### src/hdl/cte_pkg.sv
// Package for the clock time digit editor: transfer payload types, state
// record, command codes and the digit helper functions.
// No dependencies.
`default_nettype none

package cte_pkg;

	// Command codes carried in the cmd field
	typedef enum logic [2:0] {
		CMD_REFRESH  = 3'd0,
		CMD_BEGIN    = 3'd1,
		CMD_NEXT     = 3'd2,
		CMD_INC      = 3'd3,
		CMD_DEC      = 3'd4,
		CMD_SAVE     = 3'd5
	} cmd_t;

	localparam logic [15:0] REFRESH_RESET  = 16'd1000;
	localparam logic [4:0]  HOUR_LAST      = 5'd23;
	localparam logic [6:0]  HOUR_MAX_FIELD = 7'd31;
	localparam logic [6:0]  MIN_MAX_FIELD  = 7'd63;
	localparam logic [3:0]  HOUR_TENS_MOD  = 4'd3;
	localparam logic [3:0]  MIN_TENS_MOD   = 4'd6;
	localparam logic [3:0]  ERR_COLUMN_2   = 4'b0010;

	// Edit positions
	localparam logic [1:0] POS_HOUR_TENS = 2'd0;
	localparam logic [1:0] POS_HOUR_ONES = 2'd1;
	localparam logic [1:0] POS_MIN_TENS  = 2'd2;
	localparam logic [1:0] POS_MIN_ONES  = 2'd3;

	typedef struct packed {
		logic [2:0]  cmd;
		logic [31:0] now_ms;
		logic [4:0]  rtc_hour;
		logic [5:0]  rtc_minute;
		logic        rtc_write_ok;
	} in_item_t;

	typedef struct packed {
		logic [15:0] display_digits;
		logic [15:0] edit_digits;
		logic [3:0]  selected_column;
		logic [3:0]  save_error;
		logic        write_request;
		logic [4:0]  write_hour;
		logic [5:0]  write_minute;
	} out_item_t;

	typedef struct packed {
		logic [4:0]  shown_hour;
		logic [5:0]  shown_minute;
		logic [4:0]  edit_hour;
		logic [5:0]  edit_minute;
		logic [1:0]  edit_position;
		logic [31:0] last_refresh_ms;
	} state_t;

	// Tens digit of a value up to 127 (only values below 70 occur)
	function automatic logic [3:0] tens_of(input logic [6:0] v);
		logic [3:0] t;
		if (v >= 7'd60)      t = 4'd6;
		else if (v >= 7'd50) t = 4'd5;
		else if (v >= 7'd40) t = 4'd4;
		else if (v >= 7'd30) t = 4'd3;
		else if (v >= 7'd20) t = 4'd2;
		else if (v >= 7'd10) t = 4'd1;
		else                 t = 4'd0;
		return t;
	endfunction

	function automatic logic [3:0] ones_of(input logic [6:0] v);
		logic [6:0] r;
		r = v - ({3'b000, tens_of(v)} * 7'd10);
		return r[3:0];
	endfunction

	// Four digits, hour tens in the lowest nibble
	function automatic logic [15:0] pack_digits(input logic [4:0] hour,
	                                            input logic [5:0] minute);
		logic [6:0] h;
		logic [6:0] m;
		h = {2'b00, hour};
		m = {1'b0, minute};
		return {ones_of(m), tens_of(m), ones_of(h), tens_of(h)};
	endfunction

	// Step one digit of a value, wrapping that digit alone, then clamp
	function automatic logic [6:0] step_digit(input logic [6:0] v,
	                                          input logic       tens_digit,
	                                          input logic       up,
	                                          input logic [3:0] tens_mod,
	                                          input logic [6:0] max_val);
		logic [3:0] t;
		logic [3:0] o;
		logic [3:0] t_inc;
		logic [6:0] nv;
		t     = tens_of(v);
		o     = ones_of(v);
		t_inc = t + 4'd1;
		if (tens_digit) begin
			if (up)
				t = (t_inc >= tens_mod) ? t_inc - tens_mod : t_inc;
			else
				t = (t == 4'd0) ? tens_mod - 4'd1 : t - 4'd1;
		end else begin
			if (up)
				o = (o == 4'd9) ? 4'd0 : o + 4'd1;
			else
				o = (o == 4'd0) ? 4'd9 : o - 4'd1;
		end
		nv = ({3'b000, t} * 7'd10) + {3'b000, o};
		return (nv > max_val) ? max_val : nv;
	endfunction

endpackage

`default_nettype wire

### src/hdl/clock_time_digit_editor.sv
// A result passes through the input register and then the result register,
// and a stalled output can hold it in the input register. Throughput: one
// item per cycle while the output is not stalled; a stalled output holds the
// result while one more item waits in the input register. Reset clears the
// held times, edit position and refresh stamp, and sets the refresh interval
// to 1000 ms.
// Top level of the clock time digit editor; depends on cte_pkg and cte_core.
`default_nettype none

module clock_time_digit_editor (
	input  wire                       clk,
	input  wire                       arst_n,
	input  wire                       in_valid,
	output logic                      in_stall,
	input  wire cte_pkg::in_item_t    in_data,
	output logic                      out_valid,
	input  wire                       out_stall,
	output cte_pkg::out_item_t        out_data,
	input  wire                       cfg_valid,
	output logic                      cfg_ready,
	input  wire logic [15:0]          cfg_data
);

	logic               valid_s1;
	cte_pkg::in_item_t  item_s1;
	cte_pkg::state_t    state_q;
	cte_pkg::state_t    state_nxt;
	cte_pkg::out_item_t res;
	logic [15:0]        interval_q;
	logic               advance;

	// Configuration register, always writable
	assign cfg_ready = 1'b1;

	always_ff @(posedge clk or negedge arst_n) begin
		if (!arst_n)
			interval_q <= cte_pkg::REFRESH_RESET;
		else if (cfg_valid && cfg_ready)
			interval_q <= cfg_data;
	end

	// Flow control: stage 1 moves on when the result register is free
	assign advance  = valid_s1 && (!out_valid || !out_stall);
	assign in_stall = valid_s1 && !advance;

	// Input register
	always_ff @(posedge clk or negedge arst_n) begin
		if (!arst_n)
			valid_s1 <= 1'b0;
		else if (!in_stall)
			valid_s1 <= in_valid;
	end

	always_ff @(posedge clk) begin
		if (in_valid && !in_stall)
			item_s1 <= in_data;
	end

	cte_core u_core (
		.item     (item_s1),
		.cur      (state_q),
		.interval (interval_q),
		.nxt      (state_nxt),
		.res      (res)
	);

	// Editor state commits as the result is registered
	always_ff @(posedge clk or negedge arst_n) begin
		if (!arst_n)
			state_q <= '0;
		else if (advance)
			state_q <= state_nxt;
	end

	// Result register
	always_ff @(posedge clk or negedge arst_n) begin
		if (!arst_n)
			out_valid <= 1'b0;
		else if (advance)
			out_valid <= 1'b1;
		else if (!out_stall)
			out_valid <= 1'b0;
	end

	always_ff @(posedge clk) begin
		if (advance)
			out_data <= res;
	end

	// Checks
	a_result_follows: assert property (@(posedge clk) disable iff (!arst_n)
		advance |=> out_valid)
		else $error("result missing after stage advance");

	a_stall_only_full: assert property (@(posedge clk) disable iff (!arst_n)
		in_stall |-> (valid_s1 && out_valid && out_stall))
		else $error("input stalled while pipeline has room");

	a_column_onehot: assert property (@(posedge clk) disable iff (!arst_n)
		out_valid |-> $onehot(out_data.selected_column))
		else $error("selected column not one-hot");

	a_req_err_excl: assert property (@(posedge clk) disable iff (!arst_n)
		out_valid |-> !(out_data.write_request && out_data.save_error != 4'd0))
		else $error("write request together with save error");

	a_write_hour_ok: assert property (@(posedge clk) disable iff (!arst_n)
		(out_valid && out_data.write_request) |-> (out_data.write_hour <= cte_pkg::HOUR_LAST))
		else $error("write request with invalid hour");

endmodule

`default_nettype wire

### src/hdl/cte_core.sv
// Next-state and result logic of the clock time digit editor for one item.
// Depends on cte_pkg (types, command codes, digit helpers).
`default_nettype none

module cte_core (
	input  wire cte_pkg::in_item_t  item,
	input  wire cte_pkg::state_t    cur,
	input  wire logic [15:0]        interval,
	output cte_pkg::state_t         nxt,
	output cte_pkg::out_item_t      res
);

	logic [31:0] elapsed;
	logic        refresh_due;
	logic        up;
	logic [6:0]  hour_step;
	logic [6:0]  min_step;
	logic [3:0]  err;
	logic        req;
	logic [4:0]  wr_hour;
	logic [5:0]  wr_min;

	// Refresh gate, modulo 2^32 elapsed time
	assign elapsed     = item.now_ms - cur.last_refresh_ms;
	assign refresh_due = (elapsed >= {16'd0, interval});

	// Digit steppers for the selected field
	assign up        = (item.cmd == cte_pkg::CMD_INC);
	assign hour_step = cte_pkg::step_digit({2'b00, cur.edit_hour},
		cur.edit_position == cte_pkg::POS_HOUR_TENS, up,
		cte_pkg::HOUR_TENS_MOD, cte_pkg::HOUR_MAX_FIELD);
	assign min_step  = cte_pkg::step_digit({1'b0, cur.edit_minute},
		cur.edit_position == cte_pkg::POS_MIN_TENS, up,
		cte_pkg::MIN_TENS_MOD, cte_pkg::MIN_MAX_FIELD);

	// Command decode
	always_comb begin
		nxt     = cur;
		err     = 4'd0;
		req     = 1'b0;
		wr_hour = 5'd0;
		wr_min  = 6'd0;
		unique case (cte_pkg::cmd_t'(item.cmd))
			cte_pkg::CMD_REFRESH: begin
				if (refresh_due) begin
					nxt.last_refresh_ms = item.now_ms;
					nxt.shown_hour      = item.rtc_hour;
					nxt.shown_minute    = item.rtc_minute;
				end
			end
			cte_pkg::CMD_BEGIN: begin
				nxt.edit_hour     = item.rtc_hour;
				nxt.edit_minute   = item.rtc_minute;
				nxt.edit_position = cte_pkg::POS_HOUR_TENS;
			end
			cte_pkg::CMD_NEXT: begin
				nxt.edit_position = cur.edit_position + 2'd1;
			end
			cte_pkg::CMD_INC, cte_pkg::CMD_DEC: begin
				if (cur.edit_position == cte_pkg::POS_HOUR_TENS ||
				    cur.edit_position == cte_pkg::POS_HOUR_ONES)
					nxt.edit_hour = hour_step[4:0];
				else
					nxt.edit_minute = min_step[5:0];
			end
			cte_pkg::CMD_SAVE: begin
				if (cur.edit_hour > cte_pkg::HOUR_LAST) begin
					err = cte_pkg::ERR_COLUMN_2;
				end else begin
					req     = 1'b1;
					wr_hour = cur.edit_hour;
					wr_min  = cur.edit_minute;
					if (item.rtc_write_ok) begin
						nxt.shown_hour   = cur.edit_hour;
						nxt.shown_minute = cur.edit_minute;
					end
				end
			end
			default: ;
		endcase
	end

	// Result shows the state after the command
	always_comb begin
		res.display_digits  = cte_pkg::pack_digits(nxt.shown_hour, nxt.shown_minute);
		res.edit_digits     = cte_pkg::pack_digits(nxt.edit_hour, nxt.edit_minute);
		res.selected_column = 4'b0001 << nxt.edit_position;
		res.save_error      = err;
		res.write_request   = req;
		res.write_hour      = wr_hour;
		res.write_minute    = wr_min;
	end

endmodule

`default_nettype wire

### config.mk
export PLATFORM = sky130hd
export DESIGN_NAME = clock_time_digit_editor
export DESIGN_NICKNAME = d
export VERILOG_FILES = /design/src/hdl/cte_pkg.sv /design/src/hdl/clock_time_digit_editor.sv /design/src/hdl/cte_core.sv
export SDC_FILE = /design/constraint.sdc
export NUM_CORES = 1
export LEC_CHECK = 0
export BUFFER_PORTS_ARGS = -buffer_cell sky130_fd_sc_hd__clkbuf_2
export CAP_MARGIN = 20
export CELL_PAD_IN_SITES_DETAIL_PLACEMENT = 2
export CELL_PAD_IN_SITES_GLOBAL_PLACEMENT = 2
export CORE_MARGIN = 4
export CORE_UTILIZATION = 40
export CTS_CLUSTER_SIZE = 8
export DETAILED_ROUTE_END_ITERATION = 8
export MAX_ROUTING_LAYER = met4
export PLACE_DENSITY_LB_ADDON = 0.1
export SLEW_MARGIN = 10
export SYNTH_ARGS = -nofsm -noshare
export SYNTH_HDL_FRONTEND = slang
export SYNTH_SLANG_ARGS = --single-unit
### constraint.sdc
create_clock -name clk -period 11.85 [get_ports clk]
set_input_delay 0.5925 -clock clk [delete_from_list [all_inputs] [get_ports clk]]
set_output_delay 0.5925 -clock clk [all_outputs]
set_load 0.01 [all_outputs]
==> run summary, run 1 <==
In this run the worst setup path begins at state_q[38]. The flow ran to the end, and the final reports show no timing, DRC or antenna violations. Entering global routing, the biggest net connects 49 pins. The number of buffers inserted for hold repair after clock tree synthesis is 0. The worst path required time is 12.03 ns.

The final worst-path cycle share is 0.602. Wires add up to 31.6 mm. For this design, the slowest cell found on the critical path is sky130_fd_sc_hd__o31ai_1. The remaining max-slew budget at the tightest pin is 0.285.

The floorplan has 59 rows. The leakage power figure is 5.16 nW. STA classifies the critical path endpoint as a flip-flop.

The power density relative to cell area is 276 mW/mm². The area taken by multi-input logic gates is 0.00543 mm². The initial core utilization came out at 0.407.

The synthesized flop and latch total came out at 164. The clock reaches the later pin of the worst-skew pair after 0.44 ns. The maximum clock path buffer count came out at 2. After detailed placement, the design holds a cell count of 1530. Hold is met by 0.0635 ns. The total global-route track usage came out at 0.226. The tool flagged a number of max-cap violations equal to 0. Registers take 0.00456 mm². The net total in the final layout came out at 1375. The yosys synthesis warning count came out at 0. The initial antenna violation count came out at 1. The final critical path time including I/O delays and setup is 7.14 ns. The max-slew violation count came out at 0.

The area of the mapped netlist came out at 0.0106 mm². The post-synthesis cell count is 1123. The number of global-route vias before repair came out at 9455. Clock tree synthesis selected as its root buffer the cell sky130_fd_sc_hd__clkbuf_16. Along the worst path, the maximum fanout reaches 12.

The critical path in this run is classified as reg2reg. The area of the die is 0.0292 mm². The final worst-path setup slack is 4.71 ns. The startpoint identified for the worst register-to-register timing path is state_q[38]. The total negative slack for setup checks is 0 ns. The vertical die dimension came out at 171 µm. The DRC violation count after routing is 0. The post-CTS clock slew at the launch and capture registers of the worst setup and hold paths is 0.08 ns. Counting stages on the worst path, the most repeated cell is sky130_fd_sc_hd__ha_1. The worst setup skew after layout is 0.0234 ns. The worst endpoint data arrival time is 7.32 ns.

The count of endpoints failing setup in the final report came out at 0. The number of endpoints with negative hold slack in the final report came out at 0. Among all flip-flop cells after synthesis, the most frequent one is sky130_fd_sc_hd__edfxtp_1. The number of top-level pins came out at 123. The sequential cell area fraction in the yosys report is 0.430. The H-tree generated during clock tree synthesis spans 4 levels. The number of buffers added on ports came out at 112. The layout-stage area growth over the synthesis result is 13.1%. The final standard cell utilization of the core came out at 0.460.

The first global-routing pass estimated 50.9 mm of wire. Setup repair after global routing left no endpoint under its margin. The tree built by TritonCTS fans out to 164 sinks. The CTS tree is done. The via-per-instance ratio is 5.51. The congestion estimate from routability-driven global placement came to 0.868. The die outline width came out at 171 µm. The maximum clock rate is 140 MHz. The completed layout was analyzed and its total power is 3.31 mW. STA classifies the critical path startpoint as a flip-flop. The worst stage delay on the critical path came out at 0.53 ns. The number of setup buffers added after CTS came out at 0.

The synthesized design contains 90 enable-type register cells. The maximum resistive drop on vdd came out at 0.179 mV. The number of standard cells in the final layout excluding fillers came out at 1563. The detailed-routing iteration count for the pre-antenna-repair pass came out at 4. The placed wire-length estimate came out at 23.5 mm.

The final instance area is 0.0120 mm². In the synthesized netlist the async set-or-reset flop fraction comes to 0.451. After global routing the overflow that remains totals 0. The number of filler instances in the final layout came out at 2849. The library cell used most frequently in the layout, excluding fill and tap cells, is sky130_fd_sc_hd__nand2_1. The number of buffers created by CTS is 17. The core footprint came out at 0.0261 mm². The fraction of layout instances using a drive strength above 1 is 0.161. Counting distinct cell types in the post-synthesis netlist gives 81. The mean cell area of the mapped netlist came out at 9.44 µm².

The average routed wire per standard cell is 20.2 µm. In this run the cell area measured after placement is 0.0114 mm². In this run the worst hold path is classified as in2async. In the layout the commonest cells are sky130_fd_sc_hd__nand2_1 (132), sky130_fd_sc_hd__clkbuf_2 (111), sky130_fd_sc_hd__o21ai_0 (106).

The total of cells resized after clock tree synthesis came out at 0. The routed layout has 8609 vias. Before CTS, the worst setup slack after placement is 4.85 ns. The number of violations reported at the end of detailed-routing iteration 0 came out at 387. In this run the remaining antenna-violating nets after routing total 0. The slew of the pin with the lowest slew margin came out at 1.07 ns.
-- area by class of cell --
cell class / instances / share of cell area
Tap cell: 335 / 0.0350
Timing Repair Buffer: 119 / 0.0524
Clock buffer: 17 / 0.0355
Antenna cell: 1 / 0.000209
Sequential cell: 164 / 0.381
Inverter: 102 / 0.0319
Multi-Input combinational cell: 810 / 0.453
Clock inverter: 15 / 0.0115
-- cell usage after synthesis, types with 15 or more instances --
library cell | count | area [µm²]
sky130_fd_sc_hd__nand2b_1 | 15 | 93.8
sky130_fd_sc_hd__and2_1 | 16 | 100
sky130_fd_sc_hd__dfrtp_1 | 68 | 1700
sky130_fd_sc_hd__xnor2_1 | 26 | 228
sky130_fd_sc_hd__clkbuf_1 | 32 | 120
sky130_fd_sc_hd__ha_1 | 82 | 1030
sky130_fd_sc_hd__nor2b_1 | 15 | 93.8
sky130_fd_sc_hd__a21o_1 | 16 | 120
sky130_fd_sc_hd__nor3_1 | 18 | 90.1
sky130_fd_sc_hd__nor2_1 | 77 | 289
sky130_fd_sc_hd__o21ai_0 | 106 | 531
sky130_fd_sc_hd__nand2_1 | 132 | 495
sky130_fd_sc_hd__edfxtp_1 | 90 | 2700
sky130_fd_sc_hd__a21oi_1 | 72 | 360
sky130_fd_sc_hd__nand4_1 | 18 | 113
sky130_fd_sc_hd__inv_1 | 101 | 379
sky130_fd_sc_hd__nand3_1 | 18 | 90.1
-- power breakdown --
part           internal, mW  leakage, nW  switching, mW
clock                 0.278        0.266          0.268
combinational         0.752         3.13           1.15
sequential            0.765         1.77         0.0979
-- kinds of logic (layout without fill, tap and decap cells) --
| group | Yosys count | in the layout | share of synthesized area |
|---|---|---|---|
| xor+xnor | 38 | 38 | 0.0314 |
| mux | 13 | 13 | 0.0130 |
| buf+inv | 157 | 253 | 0.0614 |
| compound gates | 305 | 305 | 0.186 |
| simple gates | 348 | 348 | 0.156 |
| fa+ha+maj | 96 | 96 | 0.121 |
| other cells | 2 | 11 | 0.000709 |
| flops | 164 | 164 | 0.430 |
-- path summary, 6_finish.rpt --
| path | to | slack [ns] | cells after the start |
|---|---|---|---|
| setup / recovery | out_data[35] | 4.71 | 28 |
| min in group clk | item_s1[44] | 0.32 | 1 |
| hold / removal | interval_q[1] | 0.06 | 1 |
| hold reg to reg | state_q[17] | 0.49 | 2 |
| max in group asynchronous | state_q[15] | 10.73 | 2 |
| setup reg to reg | out_data[35] | 4.71 | 28 |
-- flip-flops by register name, indices dropped and copies added (netlist names) --
name,flops
out_data,43
out_valid,1
interval_q,16
state_q,56
item_s1,47
valid_s1,1
-- worst max-delay path: cells and delay by family, from the launching register on --
kind                       cells  cell delay (ns)
adders and majority gates      6             1.87
and+or+nand+nor                9             1.63
AOI/OAI and AO/OA              6             1.56
xor gates and xnor gates       3             0.68
DFF                            1             0.52
buffers and inverters          3             0.42
muxes                          1             0.20
-- metal layers --
metal  up-vias  GRT usage  share of wire
met5         -          -              0
li1       4151          -              -
met2       103      0.400           0.53
met3        39     0.0344          0.023
met4         0     0.0563          0.016
met1      4316      0.270           0.43
(Power assumes the default switching activity.)
==> inputs of run 2 (changes only) <==
--- a/config.mk
+++ b/config.mk
@@ -10,7 +10,7 @@
 export CELL_PAD_IN_SITES_DETAIL_PLACEMENT = 2
 export CELL_PAD_IN_SITES_GLOBAL_PLACEMENT = 2
 export CORE_MARGIN = 4
-export CORE_UTILIZATION = 40
+export CORE_UTILIZATION = 37
 export CTS_CLUSTER_SIZE = 8
 export DETAILED_ROUTE_END_ITERATION = 8
 export MAX_ROUTING_LAYER = met4
==> constraint.sdc (replaced) <==
create_clock -name clk -period 7.3 [get_ports clk]
set_input_delay 0.365 -clock clk [delete_from_list [all_inputs] [get_ports clk]]
set_output_delay 0.365 -clock clk [all_outputs]
set_load 0.01 [all_outputs]
==> run summary, run 2 (same netlist as run 1, synthesis figures left out) <==
The run finished with clean final reports. The via-per-instance ratio came out at 5.36 (-2.8%). The DRC violation count after routing came out at 0 (unchanged). The number of buffers added on ports is 112 (unchanged). The cell count after placement came out at 1578 (+3.1%). The final global-route overflow total is 0 (unchanged). The post-detailed-route count of antenna-violating nets is 0 (unchanged). The number of buffers created by CTS was 17 (unchanged).

The library cell used as clock root buffer is sky130_fd_sc_hd__clkbuf_16. The count of endpoints failing setup in the final report came out at 0 (unchanged). The final instance area is 0.0121 mm² (+1.3%). The leakage power figure is 5.24 nW (+1.4%). The number of standard cells in the final layout excluding fillers is 1612 (+3.1%). The final weighted congestion in routability-driven placement is 0.867 (-0.16%). The maximum clock rate came out at 151 MHz (+7.8%). The maximum number of pins on one net before global-route repair came out at 49 (unchanged). The worst path required time came out at 7.47 ns (-4.56 ns). The pre-CTS worst setup slack was 0.294 ns (-4.55 ns). The tightest min-delay check is of the in2reg type. The final worst-path setup slack came to 0.678 ns (-4.04 ns).

The final critical path time including I/O delays and setup came out at 6.62 ns (-0.513 ns). The area of the die came to 0.0314 mm² (+7.7%). The most numerous cell type found on the critical path is sky130_fd_sc_hd__ha_1. The number of max-capacitance violations reported is 0 (unchanged). The number of top-level pins came out at 123 (unchanged). The maximum resistive drop on vdd came to 0.229 mV (+28%). The register with the most flip-flops in the final layout is state_q. The worst stage delay on the critical path came out at 0.48 ns (-0.05 ns). The post-CTS clock slew at the launch and capture registers of the worst setup and hold paths came out at 0.08 ns (about the same). The power density relative to cell area was 446 mW/mm² (+62%). The slew of the pin with the lowest slew margin is 0.729 ns (-0.341 ns).

The number of global-route vias before repair came to 9566 (+1.2%). STA classifies the critical path endpoint as a flip-flop. Relative to the synthesized area, the layout overhead comes to 14.6%. Along the worst hold path, the cell count comes to 1. The number of flip-flops under the largest register name is 56 (unchanged). The total length of routed wires is 31.6 mm (about the same). Setup repair after global routing left no endpoint under its margin. The net total in the final layout came out at 1382 (+0.51%). The total negative slack for setup checks is 0 ns (unchanged). The vertical die dimension is 177 µm (+3.8%). The detailed-routing iteration count for the pre-antenna-repair pass is 4 (unchanged).

The remaining max-slew budget at the tightest pin was 0.514 (+0.229). The core footprint came out at 0.0280 mm² (+7.5%). The largest registers in the layout are state_q: 56 flops, item_s1: 47 flops, out_data: 43 flops. The biggest fanout along the worst timing path was 9 (-3). The antenna diode count was 0 (-1). The nature of the critical path startpoint is a flip-flop. The average routed wire per standard cell is 19.6 µm (-3.0%). The cell row count came to 61 (+3.4%). TritonCTS built the clock tree. The number of setup buffers added after CTS was 0 (unchanged). The count of H-tree levels built during CTS came out at 4 (unchanged). The max-slew violation count is 0 (unchanged). The fraction of layout instances using a drive strength above 1 is 0.167 (+0.00638). The maximum clock path buffer count is 2 (unchanged).

The number of violations reported at the end of detailed-routing iteration 0 came to 510 (+32%). The initial core utilization is 0.378 (-0.0283). The initial antenna violation count is 0 (-1). The wire length of the first global-routing pass came to 51.3 mm (+0.84%). In the layout the commonest cells are sky130_fd_sc_hd__nand2_1 (132), sky130_fd_sc_hd__clkbuf_2 (111), sky130_fd_sc_hd__o21ai_0 (105). The cell with the largest stage delay on the worst path is sky130_fd_sc_hd__dfrtp_1. The clock latency at the later pin of the worst-skew pair came out at 0.43 ns (about the same). The total global-route track usage is 0.211 (-0.0149).

The final worst-path cycle share is 0.907 (+0.305). The vias after detailed routing came out at 8633 (+0.28%). The worst endpoint data arrival time came to 6.80 ns (-0.52 ns). The die outline width is 177 µm (+3.8%).

The worst setup skew after layout came out at 0.0180 ns (-0.00536 ns). The setup path with the least slack is of type reg2reg. The commonest non-fill, non-tap cell in the layout is sky130_fd_sc_hd__nand2_1. The power consumption is 5.42 mW (+64%). The number of endpoints with negative hold slack in the final report is 0 (unchanged).

The placed wire-length estimate is 23.9 mm (+1.7%). The placement-stage cell area is 0.0115 mm² (+0.87%). The CTS sink count came out at 164 (unchanged). The logic depth of the worst register-to-register path is 26 (-7.1%).
-- run 2: power breakdown --
group	total (mW)	leakage [nW]	internal [mW]	switching, mW
logic	3.12	3.19	1.25	1.86
clock network	0.914	0.285	0.484	0.431
registers	1.39	1.77	1.24	0.153
total	5.42	5.24	2.98	2.45
-- run 2: worst max-delay path, delay by kind of cell, from the launching register on --
kind	cells	cell delay [ns]
AND/OR/NAND/NOR	6	1.32
flip-flops	1	0.48
AO/OA/AOI/OAI	11	2.08
adder cells (fa/ha/maj)	5	1.48
XOR/XNOR	4	0.99
-- run 2: layout make-up --
cell class              count  area, µm²
clock inverters            14        141
multi-input cells         810       5460
repair buffers            126        703
clock buffers              18        429
inverters                 102        383
flip-flops and latches    164       4560
fillers                  3066      15900
well taps                 378        473
-- run 2: final timing paths --
check	slack [ns]	to	startpoint
max in group asynchronous	5.80	state_q[55]	arst_n
max	0.68	out_data[35]	state_q[36]
min reg2reg	0.48	state_q[45]	state_q[45]
min in group asynchronous	0.42	interval_q[1]	arst_n
max reg2reg	0.68	out_data[35]	state_q[36]
min	0.10	item_s1[46]	in_data[46]
-- run 2: stage by stage --
step / utilization / hold WS, ns
global placement: 0.410 / 0.349
CTS: 0.432 / 0.0871
floorplan: - / 0.0694
detailed placement: 0.411 / 0.353
finish: 0.434 / 0.102
global route: 0.434 / 0.0890
-- run 2: what timing repair did --
action                                  in CTS  in global routing
resized for setup                            0                  5
hold endpoints to repair                    24                  0
hold buffers                                 1                  0
endpoints found under the setup margin       0                  4
-- run 2: layer usage --
layer	routed length [µm]	global-route usage	part of all wire	up-vias
li1	-	-	-	4161
met1	13900	0.257	0.44	4362
met2	16900	0.382	0.54	97
met3	589	0.0256	0.019	13
met4	197	0.0345	0.0062	0
met5	0	-	0	-
==> inputs of run 3 (changes only) <==
==> constraint.sdc (replaced) <==
create_clock -name clk -period 7.3 [get_ports clk]
set_input_delay 1.46 -clock clk [delete_from_list [all_inputs] [get_ports clk]]
set_output_delay 1.46 -clock clk [all_outputs]
set_load 0.01 [all_outputs]
==> run summary, run 3 (same netlist as run 1, synthesis figures left out) <==
The max-slew violation count is 0 (unchanged). The total of cells resized after clock tree synthesis is 0 (unchanged). The count of endpoints failing setup in the final report is 0 (unchanged). The type of the most critical hold path is reg2reg.

The final standard cell utilization of the core is 0.433 (about the same). The detailed-routing iteration count for the pre-antenna-repair pass is 4 (unchanged). The critical path in this run is classified as reg2reg. The library cell used most frequently in the layout, excluding fill and tap cells, is sky130_fd_sc_hd__nand2_1. The wire length of the first global-routing pass came to 51.3 mm (about the same). The initial antenna violation count was 0 (unchanged).

The post-detailed-route count of antenna-violating nets came out at 0 (unchanged). The leakage power figure came out at 5.23 nW (about the same). The initial core utilization came to 0.378 (unchanged). The antenna diode count came out at 0 (unchanged). The buffer and inverter count on the worst path is 0 (unchanged).

The count of H-tree levels built during CTS is 4 (unchanged). The amount of wire on met3 after detailed routing was 583 µm (-1.0%). The net total in the final layout came to 1381 (-0.072%).

The post-CTS clock slew at the launch and capture registers of the worst setup and hold paths is 0.07 ns (about the same). The number of violations reported at the end of detailed-routing iteration 0 is 485 (-4.9%). CTS placed an instance of sky130_fd_sc_hd__clkbuf_16 at the clock tree root. The final global-route overflow total came out at 0 (unchanged).

The maximum number of pins on one net before global-route repair came out at 49 (unchanged). Setup repair after global routing left no endpoint under its margin. The die outline width is 177 µm (unchanged). The CTS sink count came to 164 (unchanged). The average routed wire per standard cell is 19.6 µm (about the same).

The total length of routed wires came out at 31.6 mm (about the same). The vertical die dimension came out at 177 µm (unchanged). The worst stage delay on the critical path came to 0.48 ns (about the same).

The worst path required time is 7.47 ns (about the same). The number of max-capacitance violations reported is 0 (unchanged). The power consumption is 5.42 mW (about the same).

The power density relative to cell area is 447 mW/mm² (about the same). The number of global-route vias before repair came to 9563 (-0.031%). The worst setup skew after layout is 0.0180 ns (+0.0000129 ns).

The number of setup buffers added after CTS came out at 0 (unchanged). The worst setup path is captured at a flip-flop. The biggest fanout along the worst timing path is 9 (unchanged). STA classifies the critical path startpoint as a flip-flop. The area of the die came out at 0.0314 mm² (unchanged). The clock latency at the later pin of the worst-skew pair came out at 0.43 ns (about the same). The register with the highest flop count is state_q. The core footprint is 0.0280 mm² (unchanged). The met2 wire length came out at 16.9 mm (about the same). TritonCTS built the clock tree. The number of top-level pins is 123 (unchanged). The remaining max-slew budget at the tightest pin was 0.514 (about the same). The worst endpoint data arrival time came out at 6.79 ns (about the same). On the critical path, the stage with the largest delay is an instance of sky130_fd_sc_hd__dfrtp_1. The number of buffers inserted for hold repair after clock tree synthesis is 0 (-1). The via-per-instance ratio is 5.36 (about the same). The number of buffers created by CTS came to 17 (unchanged). The number of flip-flops under the largest register name is 56 (unchanged). The slew of the pin with the lowest slew margin came out at 0.729 ns (-0.0000929 ns). The total global-route track usage is 0.211 (about the same). The cell row count came out at 61 (unchanged). The layout-stage area growth over the synthesis result came out at 14.5% (about the same). The final worst-path cycle share is 0.907 (about the same). The top routing layer in use is met4. The fraction of layout instances using a drive strength above 1 is 0.167 (about the same). The DRC violation count after routing is 0 (unchanged).

In this design, the critical path's most frequently occurring cell is sky130_fd_sc_hd__ha_1. The vias after detailed routing is 8631 (-0.023%). The library cells used most frequently in the layout, excluding fill and tap cells, are sky130_fd_sc_hd__nand2_1 (132), sky130_fd_sc_hd__clkbuf_2 (111), sky130_fd_sc_hd__o21ai_0 (105). The run finished with clean final reports.

The detailed-route wire length on metal 1 came out at 13.9 mm (unchanged). The worst slack on hold paths came out at 0.483 ns (+0.381 ns). The maximum resistive drop on vdd came out at 0.229 mV (about the same).

The final critical path time including I/O delays and setup was 6.62 ns (-0.00294 ns). The final weighted congestion in routability-driven placement came out at 0.867 (unchanged). The largest registers in the layout are state_q: 56 flops, item_s1: 47 flops, out_data: 43 flops. The maximum clock path buffer count is 2 (unchanged). The total negative slack for setup checks came out at 0 ns (unchanged).

The maximum clock rate came out at 151 MHz (about the same). The number of endpoints with negative hold slack in the final report is 0 (unchanged). The number of buffers added on ports came out at 112 (unchanged). Grouping stages by cell kind, the critical path spends the most delay in compound AO/OA/AOI/OAI gates. The placed wire-length estimate is 23.9 mm (unchanged).
==> run 3: cell count changes in the layout (fill, tap and decap cells not counted) <==
cell | previous run | this run
sky130_fd_sc_hd__dlygate4sd3_1 | 1 | 0
==> run 3: layer usage <==
| metal | up-vias | GRT usage |
|---|---|---|
| li1 | 4160 | - |
| met1 | 4368 | 0.257 |
| met2 | 90 | 0.382 |
| met3 | 13 | 0.0256 |
| met4 | 0 | 0.0345 |
| met5 | - | - |
==> run 3: tightest hold or removal path: cells and delay by family (launching register included) <==
family | cells | cell delay [ns]
and+or+nand+nor | 1 | 0.05
DFF | 1 | 0.34
AOI/OAI and AO/OA | 1 | 0.05
==> run 3: worst paths after layout <==
kind	from	slack (ns)	end	depth (start not counted)
setup / recovery	state_q[36]	0.68	out_data[35]	26
hold / removal	state_q[45]	0.48	state_q[45]	2
setup reg to reg	state_q[36]	0.68	out_data[35]	26
hold reg to reg	state_q[45]	0.48	state_q[45]	2
max in group asynchronous	arst_n	5.25	state_q[55]	2
min in group asynchronous	arst_n	0.97	interval_q[1]	1
==> run 3: area by class of cell <==
class | instances | area (µm²)
fillers | 3067 | 15900
clock buffers | 18 | 429
well taps | 378 | 473
clock inverters | 14 | 141
repair buffers | 125 | 693
flip-flops and latches | 164 | 4560
inverters | 102 | 383
multi-input cells | 810 | 5460
==> run 3: through the flow <==
stage	std cells	instance area [µm²]	setup WS, ns
floorplan	1131	10600	1.20
global placement	1577	11500	0.701
detailed placement	1578	11500	0.294
CTS	1610	12100	0.245
global route	1611	12100	0.0173
finish	1611	12100	0.681
==> run 3: where the power goes <==
| group | total, mW | leakage, nW | switching [mW] | internal (mW) |
|---|---|---|---|---|
| combinational | 3.11 | 3.18 | 1.86 | 1.25 |
| sequential | 1.39 | 1.77 | 0.153 | 1.24 |
| clock | 0.914 | 0.285 | 0.430 | 0.483 |
| total | 5.42 | 5.23 | 2.44 | 2.98 |
